File: config.mk
export PLATFORM = sky130hd
export DESIGN_NAME = pen_route_cost_accumulator
export DESIGN_NICKNAME = d
export VERILOG_FILES = /design/src/rtl/prc_pkg.sv /design/src/rtl/pen_route_cost_accumulator.sv /design/src/rtl/prc_step.sv
export SDC_FILE = /design/constraint.sdc
export NUM_CORES = 1
export LEC_CHECK = 0
export ABC_CLOCK_PERIOD_IN_PS = 19100
export BUFFER_PORTS_ARGS = -buffer_cell sky130_fd_sc_hd__buf_4
export CAP_MARGIN = 20
export CORE_MARGIN = 8
export CORE_UTILIZATION = 65
export DETAILED_ROUTE_END_ITERATION = 12
export PLACE_DENSITY = 0.8
export SLEW_MARGIN = 20
export SYNTH_ARGS = -nofsm -noshare
export SYNTH_HDL_FRONTEND = slang
export SYNTH_SLANG_ARGS = --single-unit
export TNS_END_PERCENT = 1
File: constraint.sdc
create_clock -name clk -period 19.1 [get_ports clk]
set_input_delay 0 -clock clk [delete_from_list [all_inputs] [get_ports clk]]
set_output_delay 0 -clock clk [all_outputs]
set_load 0.01 [all_outputs]
File: src/rtl/prc_pkg.sv
// Package for the pen route cost accumulator.
// Holds the configuration register record, its field widths and register indexes.
// No dependencies.
package prc_pkg;

    localparam int COLOR_W = 8;
    localparam int CFG_COST_W = 16;
    localparam int CFG_DATA_W = 16;
    localparam int CFG_INDEX_W = 2;
    localparam int OUT_COST_W = 32;

    // Register indexes on the configuration port
    localparam logic [CFG_INDEX_W-1:0] REG_HUE_TOLERANCE = 2'd0;
    localparam logic [CFG_INDEX_W-1:0] REG_LIFT_PENALTY = 2'd1;
    localparam logic [CFG_INDEX_W-1:0] REG_HUE_PENALTY = 2'd2;
    localparam logic [CFG_INDEX_W-1:0] REG_FREE_RUN_LIMIT = 2'd3;

    typedef struct packed {
        logic [COLOR_W-1:0] hue_tolerance;
        logic [CFG_COST_W-1:0] lift_penalty;
        logic [CFG_COST_W-1:0] hue_penalty;
        logic [CFG_COST_W-1:0] free_run_limit;
    } prc_cfg_t;

endpackage

File: src/rtl/pen_route_cost_accumulator.sv
// Pen route cost accumulator, top level.
// Holds the configuration registers, input register, route state and result register.
// Depends on prc_pkg and prc_step.
//
// Usage: route points arrive on the input channel (in_valid/in_ready) one item
// per point; last_point marks the final point of a route. For each route one
// result item (route_cost, cost_saturated) leaves on the output channel
// (out_valid/out_ready). A one-point route gives zero.
// Throughput: one point per cycle, also across route ends while results are
// taken; the single register stage between input and result register sets it.
// An accepted point is held in the input register and folded into the route
// state when it moves on; for a last point the result register is loaded at
// that same edge, which raises out_valid.
// Non-last points keep flowing while a result waits; a last point waits in the
// input register until the result register is free or being emptied, and while
// it waits in_ready is low.
// Configuration writes (cfg_write, cfg_index, cfg_data) take effect at the next
// edge and must happen only while no point is in flight.
// Reset (rst_n low, asynchronous) clears route state and both registers' valid
// flags and returns the configuration to threshold 0, costs 0, run limit 1.
module pen_route_cost_accumulator
    import prc_pkg::*;
#(
    parameter int COORD_WIDTH = 10,
    parameter int COST_WIDTH = 32
)
(
    input  logic                   clk,
    input  logic                   rst_n,
    input  logic                   cfg_write,
    input  logic [CFG_INDEX_W-1:0] cfg_index,
    input  logic [CFG_DATA_W-1:0]  cfg_data,
    input  logic                   in_valid,
    output logic                   in_ready,
    input  logic [COORD_WIDTH-1:0] pixel_x,
    input  logic [COORD_WIDTH-1:0] pixel_y,
    input  logic [COLOR_W-1:0]     pixel_color,
    input  logic                   last_point,
    output logic                   out_valid,
    input  logic                   out_ready,
    output logic [OUT_COST_W-1:0]  route_cost,
    output logic                   cost_saturated
);

    localparam int EXT_W = (COST_WIDTH > OUT_COST_W) ? COST_WIDTH : OUT_COST_W;

    prc_cfg_t cfg_reg;

    logic                   in_valid_reg;
    logic [COORD_WIDTH-1:0] x_reg;
    logic [COORD_WIDTH-1:0] y_reg;
    logic [COLOR_W-1:0]     color_reg;
    logic                   last_reg;

    logic                        have_prev_reg;
    logic [COORD_WIDTH-1:0]      prev_x_reg;
    logic [COORD_WIDTH-1:0]      prev_y_reg;
    logic [COLOR_W-1:0]          prev_color_reg;
    logic signed [COORD_WIDTH:0] last_dx_reg;
    logic signed [COORD_WIDTH:0] last_dy_reg;
    logic [CFG_COST_W-1:0]       run_reg;
    logic [COST_WIDTH-1:0]       sum_reg;
    logic                        ovf_reg;

    logic                   out_valid_reg;
    logic [OUT_COST_W-1:0]  cost_reg;
    logic                   sat_reg;

    logic signed [COORD_WIDTH:0] step_dx;
    logic signed [COORD_WIDTH:0] step_dy;
    logic [CFG_COST_W-1:0]       run_next;
    logic [COST_WIDTH-1:0]       step_sum;
    logic                        step_ovf;
    logic [COST_WIDTH-1:0]       sum_final;
    logic                        ovf_final;
    logic [EXT_W-1:0]            sum_ext;
    logic                        advance;

    // Configuration registers
    always_ff @(posedge clk or negedge rst_n)
    begin
        if (!rst_n)
        begin
            cfg_reg.hue_tolerance <= '0;
            cfg_reg.lift_penalty <= '0;
            cfg_reg.hue_penalty <= '0;
            cfg_reg.free_run_limit <= CFG_COST_W'(1);
        end
        else if (cfg_write)
        begin
            case (cfg_index)
                REG_HUE_TOLERANCE:  cfg_reg.hue_tolerance <= cfg_data[COLOR_W-1:0];
                REG_LIFT_PENALTY:   cfg_reg.lift_penalty <= cfg_data;
                REG_HUE_PENALTY:    cfg_reg.hue_penalty <= cfg_data;
                REG_FREE_RUN_LIMIT: cfg_reg.free_run_limit <= cfg_data;
                default:            ;
            endcase
        end
    end

    // Handshake: a held point moves on unless it ends a route and the result is stuck
    assign advance = in_valid_reg && (!last_reg || !out_valid_reg || out_ready);
    assign in_ready = !in_valid_reg || advance;

    // Input register
    always_ff @(posedge clk or negedge rst_n)
    begin
        if (!rst_n)
        begin
            in_valid_reg <= 1'b0;
        end
        else if (in_ready)
        begin
            in_valid_reg <= in_valid;
        end
    end

    always_ff @(posedge clk)
    begin
        if (in_valid && in_ready)
        begin
            x_reg <= pixel_x;
            y_reg <= pixel_y;
            color_reg <= pixel_color;
            last_reg <= last_point;
        end
    end

    prc_step #(
        .COORD_WIDTH(COORD_WIDTH),
        .COST_WIDTH (COST_WIDTH)
    ) u_step (
        .cfg            (cfg_reg),
        .prev_x         (prev_x_reg),
        .prev_y         (prev_y_reg),
        .prev_color     (prev_color_reg),
        .last_dx        (last_dx_reg),
        .last_dy        (last_dy_reg),
        .run_length     (run_reg),
        .sum            (sum_reg),
        .overflowed     (ovf_reg),
        .point_x        (x_reg),
        .point_y        (y_reg),
        .point_color    (color_reg),
        .step_dx        (step_dx),
        .step_dy        (step_dy),
        .run_length_next(run_next),
        .sum_next       (step_sum),
        .overflowed_next(step_ovf)
    );

    // The first point of a route adds nothing
    assign sum_final = have_prev_reg ? step_sum : sum_reg;
    assign ovf_final = have_prev_reg ? step_ovf : ovf_reg;
    assign sum_ext = EXT_W'(sum_final);

    // Route state
    always_ff @(posedge clk or negedge rst_n)
    begin
        if (!rst_n)
        begin
            have_prev_reg <= 1'b0;
            prev_x_reg <= '0;
            prev_y_reg <= '0;
            prev_color_reg <= '0;
            last_dx_reg <= '0;
            last_dy_reg <= '0;
            run_reg <= '0;
            sum_reg <= '0;
            ovf_reg <= 1'b0;
        end
        else if (advance)
        begin
            if (last_reg)
            begin
                have_prev_reg <= 1'b0;
                prev_x_reg <= '0;
                prev_y_reg <= '0;
                prev_color_reg <= '0;
                last_dx_reg <= '0;
                last_dy_reg <= '0;
                run_reg <= '0;
                sum_reg <= '0;
                ovf_reg <= 1'b0;
            end
            else
            begin
                have_prev_reg <= 1'b1;
                prev_x_reg <= x_reg;
                prev_y_reg <= y_reg;
                prev_color_reg <= color_reg;
                if (have_prev_reg)
                begin
                    last_dx_reg <= step_dx;
                    last_dy_reg <= step_dy;
                    run_reg <= run_next;
                end
                sum_reg <= sum_final;
                ovf_reg <= ovf_final;
            end
        end
    end

    // Result register
    always_ff @(posedge clk or negedge rst_n)
    begin
        if (!rst_n)
        begin
            out_valid_reg <= 1'b0;
        end
        else if (advance && last_reg)
        begin
            out_valid_reg <= 1'b1;
        end
        else if (out_ready)
        begin
            out_valid_reg <= 1'b0;
        end
    end

    always_ff @(posedge clk)
    begin
        if (advance && last_reg)
        begin
            cost_reg <= sum_ext[OUT_COST_W-1:0];
            sat_reg <= ovf_final;
        end
    end

    assign out_valid = out_valid_reg;
    assign route_cost = cost_reg;
    assign cost_saturated = sat_reg;

endmodule

File: src/rtl/prc_step.sv
// Step cost unit: works out one step's cost and the updated route totals.
// Purely combinational. Depends on prc_pkg.
module prc_step
    import prc_pkg::*;
#(
    parameter int COORD_WIDTH = 10,
    parameter int COST_WIDTH = 32
)
(
    input  prc_cfg_t                cfg,
    input  logic [COORD_WIDTH-1:0]  prev_x,
    input  logic [COORD_WIDTH-1:0]  prev_y,
    input  logic [COLOR_W-1:0]      prev_color,
    input  logic signed [COORD_WIDTH:0] last_dx,
    input  logic signed [COORD_WIDTH:0] last_dy,
    input  logic [CFG_COST_W-1:0]   run_length,
    input  logic [COST_WIDTH-1:0]   sum,
    input  logic                    overflowed,
    input  logic [COORD_WIDTH-1:0]  point_x,
    input  logic [COORD_WIDTH-1:0]  point_y,
    input  logic [COLOR_W-1:0]      point_color,
    output logic signed [COORD_WIDTH:0] step_dx,
    output logic signed [COORD_WIDTH:0] step_dy,
    output logic [CFG_COST_W-1:0]   run_length_next,
    output logic [COST_WIDTH-1:0]   sum_next,
    output logic                    overflowed_next
);

    localparam int STEP_W = ((COORD_WIDTH > CFG_COST_W) ? COORD_WIDTH : CFG_COST_W) + 1;
    localparam int SUM_W = ((COST_WIDTH > STEP_W) ? COST_WIDTH : STEP_W) + 1;

    logic signed [COORD_WIDTH:0] dx;
    logic signed [COORD_WIDTH:0] dy;
    logic [COORD_WIDTH:0]        abs_x;
    logic [COORD_WIDTH:0]        abs_y;
    logic [COORD_WIDTH:0]        cheb_len;
    logic signed [COLOR_W:0]     cdiff;
    logic [COLOR_W:0]            cdiff_abs;
    logic [STEP_W-1:0]           base_cost;
    logic [STEP_W-1:0]           step_charge;
    logic [CFG_COST_W-1:0]       run_limit;
    logic                        free_step;
    logic [SUM_W-1:0]            sum_wide;

    // Deltas are previous minus current, as signed values one bit wider
    assign dx = $signed({1'b0, prev_x}) - $signed({1'b0, point_x});
    assign dy = $signed({1'b0, prev_y}) - $signed({1'b0, point_y});
    assign abs_x = $unsigned(dx[COORD_WIDTH] ? -dx : dx);
    assign abs_y = $unsigned(dy[COORD_WIDTH] ? -dy : dy);
    assign cheb_len = (abs_x > abs_y) ? abs_x : abs_y;

    assign cdiff = $signed({1'b0, prev_color}) - $signed({1'b0, point_color});
    assign cdiff_abs = cdiff[COLOR_W] ? (COLOR_W+1)'(-cdiff) : cdiff;

    // Chebyshev distance plus pen-lift or colour-change surcharge
    always_comb
    begin
        base_cost = STEP_W'(cheb_len);
        if (cheb_len > (COORD_WIDTH+1)'(1))
        begin
            step_charge = base_cost + STEP_W'(cfg.lift_penalty);
        end
        else if (cdiff_abs > (COLOR_W+1)'(cfg.hue_tolerance))
        begin
            step_charge = base_cost + STEP_W'(cfg.hue_penalty);
        end
        else
        begin
            step_charge = base_cost;
        end
    end

    // Straight unit steps are free up to the run limit; a zero limit acts as one
    assign run_limit = (cfg.free_run_limit == '0) ? CFG_COST_W'(1) : cfg.free_run_limit;
    assign free_step = (step_charge == STEP_W'(1)) && (dx == last_dx) && (dy == last_dy)
                       && (run_length < run_limit);
    assign run_length_next = free_step ? (run_length + CFG_COST_W'(1)) : '0;

    // Saturating accumulate
    assign sum_wide = SUM_W'(sum) + (free_step ? '0 : SUM_W'(step_charge));

    always_comb
    begin
        if (|sum_wide[SUM_W-1:COST_WIDTH])
        begin
            sum_next = '1;
            overflowed_next = 1'b1;
        end
        else
        begin
            sum_next = sum_wide[COST_WIDTH-1:0];
            overflowed_next = overflowed;
        end
    end

    assign step_dx = dx;
    assign step_dy = dy;

endmodule
=== Word-level counts from Yosys, hierarchy flattened ===
Index checks and enable logic that the tools add are counted.

* Add/sub/neg operators: 10
* Order comparisons: 4
* Equality and inequality tests: 6
* Muxes and demuxes: 27
* Reductions and logical operators: 21

{| class="wikitable"
|+ Operators with widths
! operator !! count
|-
| 2-to-1 mux 32 bit || 3
|-
| 2-to-1 mux 11 bit || 7
|-
| 2-to-1 mux 16 bit || 4
|-
| 2-to-1 mux 17 bit || 3
|-
| adder 11 x 16 -> 17 bit || 2
|-
| adder 32 x 33 -> 33 bit || 1
|-
| == test 11 bit || 2
|-
| negator 11 bit || 2
|-
| subtractor 10 x 10 -> 11 bit || 2
|-
| 2-to-1 mux 10 bit || 2
|-
| == test 17 x 1 -> 1 bit, second input constant || 1
|-
| adder 16 x 1 -> 16 bit, second input constant || 1
|-
| zero test 16 bit || 1
|-
| less-than comparator 16 bit || 1
|-
| > comparator 11 x 1 -> 1 bit, second input constant || 1
|-
| > comparator 11 bit || 1
|-
| AND reduction 2 bit || 5
|-
| > comparator 9 x 8 -> 1 bit || 1
|-
| 2-to-1 mux 9 bit || 1
|-
| negator 9 bit || 1
|-
| subtractor 8 x 8 -> 9 bit || 1
|-
| 2-to-1 mux 8 bit || 1
|-
| logical AND 1 bit || 6
|-
| 2-to-1 mux 1 bit || 6
|-
| other kinds (6) || 12
|}

* Flip-flop bits (word level): 220
* Bits of input ports: 52

=== Longest topological paths before layout ===
Gate-level depths: netlist of the first run.

* Word-level depth: 17
* Mapped depth: 48
* Depth with buffers taken out: 46

=== Cells and area by module ===
From an unflattened synthesis of the first run, not the netlist that was laid out.

* Cell total of the unflattened synthesis: 1509
* Area, all modules: 15304.7 µm²

{| class="wikitable"
|+ Modules (own cells, without submodules)
! module !! times used !! cells each !! area each (µm²)
|-
| pen_route_cost_accumulator || 1 || 540 || 8514.4
|-
| prc_step || 1 || 969 || 6790.3
|}

=== Worst setup path after synthesis of the first run ===
OpenSTA, ideal clock, no wires.

* Kind: register to register
* From: register x_reg[0]
* To: register sum_reg[10]
* Data arrival time: 9.090 ns
* Required time: 18.979 ns
* Setup slack: 9.889 ns
* Stages on the path, launching flop included: 44
* Clock period less this slack: 9.211 ns
* Path through: edfxtp_1 ha_1 fa_1 nand2b_1 a21oi_1 o22ai_2 o21ai_1 buf_2 nor2_1 xor2_1 inv_1 ha_1 o21ai_0 o211ai_1 a31o_2 a221o_1 nand2_1 buf_2 (+8 left out) o32ai_1 nand4b_1 o211ai_1 o31ai_1 ha_1 fa_1 a21o_1 a21oi_1 o21bai_1 a21oi_1 o211a_1 o21ai_0 nand2_1 o2111ai_1 a41oi_1 clkbuf_1 a21oi_1 a22o_1

* Longest elaborated chain between the ends: 17

{| class="wikitable"
|+ RTL lines
! what !! RTL line !! text
|-
| from (decl) || pen_route_cost_accumulator.sv:50 || <nowiki>logic [COORD_WIDTH-1:0] x_reg;</nowiki>
|-
| from (signal assigned) || pen_route_cost_accumulator.sv:122 || <nowiki>x_reg <= pixel_x;</nowiki>
|-
| subtractor 10 x 10 -> 11 bit (*) || prc_step.sv:46 || <nowiki>assign dx = $signed({1'b0, prev_x}) - $signed({1'b0, point_x});</nowiki>
|-
| negator 11 bit || prc_step.sv:48 || <nowiki>assign abs_x = $unsigned(dx[COORD_WIDTH] ? -dx : dx);</nowiki>
|-
| 2-to-1 mux 11 bit || prc_step.sv:48 ||
|-
| > comparator 11 bit || prc_step.sv:50 || <nowiki>assign cheb_len = (abs_x > abs_y) ? abs_x : abs_y;</nowiki>
|-
| 2-to-1 mux 11 bit || prc_step.sv:50 ||
|-
| adder 11 x 16 -> 17 bit || prc_step.sv:65 || <nowiki>step_charge = base_cost + STEP_W'(cfg.hue_penalty);</nowiki>
|-
| 2-to-1 mux 17 bit || prc_step.sv:63 || <nowiki>else if (cdiff_abs > (COLOR_W+1)'(cfg.hue_tolerance))</nowiki>
|-
| 2-to-1 mux 17 bit || prc_step.sv:59 || <nowiki>if (cheb_len > (COORD_WIDTH+1)'(1))</nowiki>
|-
| == test 17 x 1 -> 1 bit || prc_step.sv:75 || <nowiki>assign free_step = (step_charge == STEP_W'(1)) && (dx == last_dx) && (dy == last_dy)</nowiki>
|-
| logical AND 1 bit (2 in a row) || prc_step.sv:75 ||
|-
| logical AND 1 bit || prc_step.sv:76 || <nowiki>&& (run_length < run_limit);</nowiki>
|-
| 2-to-1 mux 17 bit (*) || prc_step.sv:80 || <nowiki>assign sum_wide = SUM_W'(sum) + (free_step ? '0 : SUM_W'(step_charge));</nowiki>
|-
| adder 32 x 33 -> 33 bit (*) || prc_step.sv:80 ||
|-
| 2-to-1 mux 32 bit (*) || prc_step.sv:84 || <nowiki>if (|sum_wide[SUM_W-1:COST_WIDTH])</nowiki>
|-
| 2-to-1 mux 32 bit (*) || pen_route_cost_accumulator.sv:153 || <nowiki>assign sum_final = have_prev_reg ? step_sum : sum_reg;</nowiki>
|-
| via sum_ext[10] || pen_route_cost_accumulator.sv:76 || <nowiki>logic [EXT_W-1:0] sum_ext;</nowiki>
|-
| 2-to-1 mux 32 bit (*) || pen_route_cost_accumulator.sv:174 || <nowiki>if (last_reg)</nowiki>
|-
| to (signal assigned) || pen_route_cost_accumulator.sv:198 || <nowiki>sum_reg <= sum_final;</nowiki>
|-
| to (decl) || pen_route_cost_accumulator.sv:62 || <nowiki>logic [COST_WIDTH-1:0] sum_reg;</nowiki>
|}

Mark *: on every way through the listed nets, which the timed path passes. The rest lies on a longest branch.
A chain may end at the register's enable or synchronous reset.

=== Worst setup path after layout of the first run ===
* From: register x_reg[0]
* To: register sum_reg[1]

Same word-level chain as after synthesis.

==> results.yml, run 1 <==
run_status:
  status: "completed"
yosys:
  ys_seq_area_share_pct: 39.47
  syn_area_mm2: 0.01474
  synth_edf_count: 62
  synthCells: 1561
  postSynthAreaPerCell_um2: 9.441
  ys_async_sr_fraction_pct: 71.82
  synth_warnings: 0
  syn_nets: 1724
  synth_ff_type: "dfrtp_1"
  ys_ff_latch: 220
  synth.distinct_cells: 90
layout:
  layout_common_cells: "167 x nand2_1, 157 x dfrtp_1, 105 x ha_1"
  largest_reg_flops: 56
  final_cells: 1997
  fin_util_pct: 76.05
  syn_to_final_growth_pct: 15.78
  layout-drive-gt1-share_pct: 13.73
  nNetsFinal: 1857
  final_common_cell: "nand2_1"
  diodes: 0
  nFillCells: 1570
critical_path:
  cp_num_cells: 40
  cp_max_fo: 14
  critPathLaunchType: "register"
  cp_data_required_time_ns: 19.52
  arrival_ns: 11.52
  critPathMaxStageDelay_ns: 0.80
  r2r_cells: 40
  cp_slowest_cell: "o21ai_1"
  path_class: "reg2reg"
  path_delay_family: "compound AO/OA/AOI/OAI gates"
  cp_common_cell: "o21ai_0"
  cp-end-kind: "register"
  crit_buf_inv: 2
floorplanning:
  start_util_pct: 65.69
  core_mm2: 0.02243
  die_area_mm2: 0.02775
  die_y_um: 166.6
  die_x_um: 166.6
  num_rows: 55
  io_pins: 87
power_and_ir_drop:
  p_comb_share_pct: 57.5
  ir_worst_vdd_uv: 85.65
  p_leak_nw: 7.494
  p_sw_w: 0.001156
  power_frac_seq_pct: 24.2
  sw_frac_of_total_pct: 43.80
  power.density_mw_per_mm2: 154.7
  pwr-share-clk_pct: 18.3
  power.internal_w: 0.001483
sta:
  relSlewSlack_pct: 31.08
  hold_viol: 0
  setup_violations: 0
  max_freq_mhz: 90.10
  finClkSkew_ns: 0.01607
  hold_slack_ns: 0.1057
  tightest_slew_ns: 1.027
  final_max_slew_viol_count: 0
  fin_ws_ns: 8.001
  timing.final.crit_share_pct: 58.11
  fin_setup_tns_ns: 0
  fin_crit_ns: 11.10
  rsz0062_at_grt: "false"
place:
  dp_hpwl_um: 28110
  place_ws_ns: 7.818
  io_buffers: 86
  place.gp.congestion: 0.9896
  dp.cells: 1891
drt:
  ant_nets: 0
  drcViolationCount: 0
  avgViaCountPerCell: 6.362
  drtIter0Drc: 1327
  wl_um: 39960
  first_pass_iters: 5
  wire_per_inst_um: 20.01
  via_count: 12710
clock_network:
  cts_made_buffers: 25
  postCtsResizedCells: 0
  cts.sinks: 220
  hold_buffers: 61
  postCtsSetupRepairBufs: 0
  root_buffer: "clkbuf_16"
  h-tree-depth: 1
  clockBufferDepth: 3
  path_clk_slew_ns: 0.06
  cts_tree: "done"
  clk_latency_ns: 0.54
job:
  max-cap-violations: 0
global_routing:
  grt_first_pass_wirelength_um: 63930
  grt_max_degree: 88
  grt_pass1_vias: 12420
  grt_busiest_layer: "met2"
  antenna_found_initial: 0
  grtUsageMet2_pct: 46.65
  use_met3_pct: 3.901
  grt.total_usage_pct: 27.69
  met1_usage_pct: 36.37
  grt-ovfl-total: 0
min_path:
  hp-class: "in2async"
## power groups by stage
stage | clock [W] | sequential [W] | combinational [W]
2_1_floorplan | 0 | 0.000626 | 0.00113
3_3_place_gp | 0 | 0.000639 | 0.00144
3_5_place_dp | 0 | 0.000642 | 0.00146
4_1_cts | 0.000485 | 0.000635 | 0.00149
5_1_grt | 0.000505 | 0.000645 | 0.00167
6_report | 0.000483 | 0.000638 | 0.00152
## per-stage QoR
| step | total power, W | area [um2] |
|---|---|---|
| floorplan | 0.001756 | 14740 |
| global placement | 0.002082 | 15630 |
| detailed placement | 0.002104 | 15630 |
| CTS | 0.002606 | 17050 |
| global route | 0.002818 | 17060 |
| finish | 0.002639 | 17060 |
## synth_stat cells (10+ instances only)
cell type  count  area, um2
nand2_1      168      630.6
dfrtp_1      157       3929
ha_1         105       1314
nor2_1        99      371.6
inv_1         95      356.6
o21ai_0       90      450.4
a21oi_1       83      415.4
edfxtp_1      62       1862
xnor2_1       56      490.5
mux2_2        55      619.3
a31oi_1       39      244.0
nand3_1       39      195.2
nor3_1        39      195.2
xor2_1        39      341.6
clkbuf_1      37      138.9
o31ai_1       36      270.3
a21o_1        22      165.2
nand2b_1      20      125.1
a22o_1        19      166.4
and2_1        17      106.4
o21a_1        17      127.6
nand4_1       16      100.1
o211ai_1      14      105.1
and3_1        13      81.33
nor4_1        12      75.07
or3_1         11      68.82
a211oi_1      10      75.07
buf_2         10      50.05
## worst register-to-register path, delay by kind of cell, from the launching register on
kind / cells / cell delay [ns]
AO/OA/AOI/OAI: 24 / 6.05
adder cells (fa/ha/maj): 6 / 1.92
XOR/XNOR: 1 / 0.26
multiplexers: 1 / 0.51
buffers and inverters: 2 / 0.20
AND/OR/NAND/NOR: 6 / 1.66
flip-flops: 1 / 0.40
## metal layers
metal	part of all wire, %	wire [um]
met1	44	17420
met2	47	18800
met3	6.1	2433
met4	3.3	1301
met5	0	0
## cell type report
| class | instances | area (um2) | share of cell area [%] |
|---|---|---|---|
| sequential | 220 | 5817 | 34.09 |
| clock buffer | 36 | 706.9 | 4.143 |
| clock inverter | 9 | 103.9 | 0.6087 |
| tap | 285 | 356.6 | 2.090 |
| inverter | 97 | 364.1 | 2.134 |
| timing repair buffer | 161 | 1365 | 8.001 |
| multi-input combinational | 1189 | 8348 | 48.93 |
## logic make-up after synthesis
family / count (synthesis) / synth area share, %
AND/OR/NAND/NOR: 486 / 15.92
adder cells (fa/ha/maj): 111 / 9.730
multiplexers: 64 / 4.840
buffers and inverters: 152 / 4.058
AO/OA/AOI/OAI: 426 / 19.51
XOR/XNOR: 102 / 6.470
flip-flops: 220 / 39.47
## worst paths after layout
kind / slack, ns / end / from
setup / recovery: 8.00 / sum_reg[1] / x_reg[0]
min in group clk: 0.18 / color_reg[3] / pixel_color[3]
setup reg to reg: 8.00 / sum_reg[1] / x_reg[0]
max in group asynchronous: 17.48 / run_reg[15] / rst_n
hold / removal: 0.11 / sum_reg[21] / rst_n
hold reg to reg: 0.48 / prev_y_reg[9] / prev_y_reg[9]
Note: power is estimated with default switching activity, not from simulation.
==> inputs of run 2 (changes only) <==
--- a/config.mk
+++ b/config.mk
@@ -5,13 +5,13 @@
 export SDC_FILE = /design/constraint.sdc
 export NUM_CORES = 1
 export LEC_CHECK = 0
-export ABC_CLOCK_PERIOD_IN_PS = 19100
+export ABC_CLOCK_PERIOD_IN_PS = 10520
 export BUFFER_PORTS_ARGS = -buffer_cell sky130_fd_sc_hd__buf_4
 export CAP_MARGIN = 20
 export CORE_MARGIN = 8
-export CORE_UTILIZATION = 65
+export CORE_UTILIZATION = 62
 export DETAILED_ROUTE_END_ITERATION = 12
-export PLACE_DENSITY = 0.8
+export PLACE_DENSITY = 0.77
 export SLEW_MARGIN = 20
 export SYNTH_ARGS = -nofsm -noshare
 export SYNTH_HDL_FRONTEND = slang
==> constraint.sdc (replaced) <==
create_clock -name clk -period 10.52 [get_ports clk]
set_input_delay 0 -clock clk [delete_from_list [all_inputs] [get_ports clk]]
set_output_delay 0 -clock clk [all_outputs]
set_load 0.01 [all_outputs]
==> run 2 against run 1 <==
- sequential share of layout area down 0.82 points
- combinational power rose by 88%
- clock power rose by 95%
- worst setup slack got worse by 7.4 ns
- die area up 4.4%
- sequential power rose by 82%
- non-clock buffer count increased by 21
==> results.yml, run 2 (synthesis results as in run 1) <==
power_and_ir_drop:
  p_comb_share_pct: 57.6
  ir_worst_vdd_uv: 156.8
  power.internal_w: 0.002811
  pwr-share-clk_pct: 19.0
  power.density_mw_per_mm2: 283.3
  sw_frac_of_total_pct: 43.22
  p_leak_nw: 7.649
  power_frac_seq_pct: 23.4
  p_sw_w: 0.002140
layout:
  nFillCells: 1729
  nNetsFinal: 1878
  post-route-cell-area_mm2: 0.01748
  final_cells: 2054
  register_area_mm2: 0.005817
  layout_common_cells: "166 x nand2_1, 157 x dfrtp_1, 119 x buf_4"
  largest_reg_flops: 56
  multi_input_area_mm2: 0.008466
  final_common_cell: "nand2_1"
  fin_util_pct: 74.70
  syn_to_final_growth_pct: 18.62
  layout-drive-gt1-share_pct: 16.03
clock_network:
  path_clk_slew_ns: 0.06
  clockBufferDepth: 3
  cts_tree: "done"
  h-tree-depth: 1
  cts_made_buffers: 25
  root_buffer: "clkbuf_16"
  clk_latency_ns: 0.54
  cts.sinks: 220
place:
  placed_area_mm2: 0.01579
  place.gp.congestion: 0.9639
  place_ws_ns: 0.1382
  dp_hpwl_um: 28270
  io_buffers: 86
  dp.cells: 1940
sta:
  timing.final.crit_share_pct: 94.04
  finClkSkew_ns: 0.01407
  relSlewSlack_pct: 34.24
  max_freq_mhz: 101.1
  fin_setup_tns_ns: 0
  tightest_slew_ns: 0.9864
  fin_ws_ns: 0.6272
  hold_viol: 0
  setup_violations: 0
  fin_crit_ns: 9.893
  final_max_slew_viol_count: 0
  rsz0062_at_grt: "false"
global_routing:
  grt_first_pass_wirelength_um: 63580
  antenna_found_initial: 1
  grt_pass1_vias: 12360
  grt.total_usage_pct: 27.08
  grt-ovfl-total: 0
  grt_max_degree: 86
drt:
  ant_nets: 0
  drcViolationCount: 0
  wl_um: 40030
  first_pass_iters: 8
  avgViaCountPerCell: 6.200
  wire_per_inst_um: 19.49
  via_count: 12730
  drtIter0Drc: 952
critical_path:
  critPathLaunchType: "register"
  critPathMaxStageDelay_ns: 0.43
  cp_max_fo: 8
  path_class: "reg2reg"
  cp-end-kind: "register"
  cp_slowest_cell: "fa_1"
  cp_data_required_time_ns: 10.81
  arrival_ns: 10.18
floorplanning:
  num_rows: 56
  io_pins: 87
  die_y_um: 170.2
  die_x_um: 170.2
  core_mm2: 0.02340
  start_util_pct: 62.97
  die_area_mm2: 0.02896
run_status:
  status: "completed"
min_path:
  hp-class: "in2reg"
job:
  max-cap-violations: 0
-- run 2: cell type report --
cell class	instances	area share, %
Multi-Input combinational cell	1189	48.43
Sequential cell	220	33.28
Timing Repair Buffer	182	8.725
Clock buffer	36	4.531
Tap cell	319	2.283
Inverter	97	2.083
Clock inverter	10	0.6585
Antenna cell	1	0.01432
-- run 2: final timing paths --
path / from / slack, ns / to / cells after the start
setup / recovery: y_reg[0] / 0.63 / route_cost[21] / 45
hold / removal: cfg_index[1] / 0.07 / cfg_reg[48] / 4
setup reg to reg: y_reg[0] / 0.63 / route_cost[21] / 45
hold reg to reg: prev_color_reg[2] / 0.48 / prev_color_reg[2] / 2
max in group asynchronous: rst_n / 8.89 / cfg_reg[50] / 3
min in group asynchronous: rst_n / 0.10 / ovf_reg / 2
-- run 2: power groups by stage --
| stage | clock, W | combinational (W) | sequential [W] |
|---|---|---|---|
| 2_1_floorplan | 0 | 0.00205 | 0.00114 |
| 3_3_place_gp | 0 | 0.00267 | 0.00116 |
| 3_5_place_dp | 0 | 0.00273 | 0.00116 |
| 4_1_cts | 0.000952 | 0.00277 | 0.00115 |
| 5_1_grt | 0.000990 | 0.00314 | 0.00117 |
| 6_report | 0.000943 | 0.00285 | 0.00116 |
-- run 2: repair_timing --
action | in CTS | in global routing
buffers inserted | 0 | 4
hold buffers | 62 | 0
gates resized for setup | 0 | 26
endpoints found under the hold margin | 173 | 0
endpoints found under the setup margin | 0 | 66
-- run 2: critical path: cells and delay by family (launching register included) --
family	cells	cell delay, ns
compound gates	25	4.91
xor+xnor	2	0.30
fa+ha+maj	6	1.88
buf+inv	4	0.61
flops	1	0.42
simple gates	8	1.50
-- run 2: per-stage QoR --
step                hold slack [ns]  power, W
floorplan                   -0.2956  0.003188
global placement             0.1270  0.003832
detailed placement           0.1364  0.003895
CTS                         0.02270  0.004876
global route                 0.1000  0.005301
finish                      0.07456  0.004951
-- run 2: per-layer routing --
metal  up-vias  track usage, %  share of wire, %
li1       6023               -                 -
met1      6172           35.90                44
met2       456           45.32                47
met3        83           3.846               6.1
met4         0           8.429               2.7
met5         -               0                 0
==> inputs of run 3 (changes only) <==
--- a/config.mk
+++ b/config.mk
@@ -5,10 +5,9 @@
 export SDC_FILE = /design/constraint.sdc
 export NUM_CORES = 1
 export LEC_CHECK = 0
-export ABC_CLOCK_PERIOD_IN_PS = 10520
+export ABC_CLOCK_PERIOD_IN_PS = 11200
 export BUFFER_PORTS_ARGS = -buffer_cell sky130_fd_sc_hd__buf_4
 export CAP_MARGIN = 20
-export CORE_MARGIN = 8
 export CORE_UTILIZATION = 62
 export DETAILED_ROUTE_END_ITERATION = 12
 export PLACE_DENSITY = 0.77
==> constraint.sdc (replaced) <==
create_clock -name clk -period 11.2 [get_ports clk]
set_input_delay 0 -clock clk [delete_from_list [all_inputs] [get_ports clk]]
set_output_delay 0 -clock clk [all_outputs]
set_load 0.01 [all_outputs]
==> run 3 against run 2 <==
- combinational power is 9.1% lower
- total power decreased by 8.0%
- cell count shrank 0.78%
- highest routed layer unchanged
==> results.yml, run 3 (synthesis results as in run 1) <==
floorplanning:
  start_util_pct: 62.97
  die_x_um: 156.2
  core_mm2: 0.02340
  io_pins: 87
  die_y_um: 156.2
  num_rows: 56
  die_area_mm2: 0.02439
sta:
  fin_setup_tns_ns: 0
  finClkSkew_ns: 0.01500
  relSlewSlack_pct: 33.71
  tightest_slew_ns: 0.9943
  fin_ws_ns: 0.9101
  rsz0062_at_grt: "false"
  hold_slack_ns: 0.05507
  max_freq_mhz: 97.18
  final_max_slew_viol_count: 0
  hold_viol: 0
  setup_violations: 0
  fin_crit_ns: 10.29
  timing.final.crit_share_pct: 91.87
global_routing:
  grt-ovfl-total: 0
  grt_max_degree: 77
  antenna_found_initial: 0
  grt_first_pass_wirelength_um: 62250
  grt_pass1_vias: 12170
  grt.total_usage_pct: 32.21
drt:
  ant_nets: 0
  wl_um: 38460
  drtIter0Drc: 932
  via_count: 12480
  first_pass_iters: 8
  avgViaCountPerCell: 6.123
  wire_per_inst_um: 18.87
  drcViolationCount: 0
place:
  place_ws_ns: 0.6280
  place.gp.congestion: 0.9564
  dp_hpwl_um: 27440
  io_buffers: 86
layout:
  nFillCells: 1747
  diodes: 0
  syn_to_final_growth_pct: 17.12
  layout-drive-gt1-share_pct: 14.31
  nNetsFinal: 1864
  largest_reg_flops: 56
  final_common_cell: "nand2_1"
  fin_util_pct: 73.75
  layout_common_cells: "166 x nand2_1, 157 x dfrtp_1, 105 x ha_1"
clock_network:
  clockBufferDepth: 3
  cts_tree: "done"
  root_buffer: "clkbuf_16"
  path_clk_slew_ns: 0.06
  clk_latency_ns: 0.54
  cts.sinks: 220
  cts_made_buffers: 25
  h-tree-depth: 1
critical_path:
  critPathLaunchType: "register"
  path_class: "reg2reg"
  arrival_ns: 10.71
  critPathMaxStageDelay_ns: 0.57
  crit_start: "y_reg[0]"
  cp_max_fo: 14
  r2r_start: "y_reg[0]"
  cp_slowest_cell: "xor2_1"
  cp-end-kind: "register"
  cp_data_required_time_ns: 11.62
power_and_ir_drop:
  fin_total_pwr_w: 0.004553
  power.density_mw_per_mm2: 263.8
  p_leak_nw: 7.558
  ir_worst_vdd_uv: 191.2
job:
  max-cap-violations: 0
min_path:
  min_from: "cfg_index[1]"
  hp-class: "in2reg"
run_status:
  status: "completed"
## run 3: final timing paths
kind | to | slack [ns] | cells past startpoint
min reg2reg | prev_y_reg[9] | 0.48 | 2
max reg2reg | sum_reg[9] | 0.91 | 39
max | sum_reg[9] | 0.91 | 39
min | cfg_reg[48] | 0.06 | 4
max in group asynchronous | cfg_reg[10] | 9.17 | 5
min in group asynchronous | sum_reg[24] | 0.54 | 4
## run 3: area by class of cell
cell class | instances | area, um2 | share of cell area [%]
clock buffer | 34 | 709.4 | 4.110
clock inverter | 11 | 165.2 | 0.9569
inverter | 97 | 364.1 | 2.110
multi-input combinational | 1189 | 8359 | 48.43
sequential | 220 | 5817 | 33.70
tap | 319 | 399.1 | 2.313
timing repair buffer | 168 | 1445 | 8.373
## run 3: repair_timing
| item | CTS | global route |
|---|---|---|
| buffers inserted | 0 | 0 |
| setup endpoints to repair | 0 | 65 |
| gates resized for setup | 0 | 6 |
| hold buffers | 65 | 0 |
| hold endpoints to repair | 132 | 0 |
## run 3: layer usage
| layer | wire length, um | GRT usage, % |
|---|---|---|
| met5 | 0 | 0 |
| met4 | 1254 | 11.72 |
| met3 | 1895 | 3.750 |
| met2 | 18230 | 53.02 |
| met1 | 17080 | 43.86 |
## run 3: metrics by stage
stage	area (um2)	instances
after floorplan	14740	1561
after global placement	15700	1928
after detailed placement	15700	1928
after CTS	17240	2038
after global routing	17260	2038
final	17260	2038
## run 3: report_power, final
part / switching, W / internal, W
Sequential: 0.000109 / 0.000976
Combinational: 0.00152 / 0.00108
Clock: 0.000339 / 0.000536
Total: 0.00196 / 0.00259
## run 3: critical path, delay by kind of cell, from the launching register on
kind,cells,cell delay [ns]
multiplexers,1,0.40
flip-flops,1,0.39
adder cells (fa/ha/maj),6,1.88
AND/OR/NAND/NOR,8,1.92
buffers and inverters,1,0.11
XOR/XNOR,2,0.72
AO/OA/AOI/OAI,21,4.76
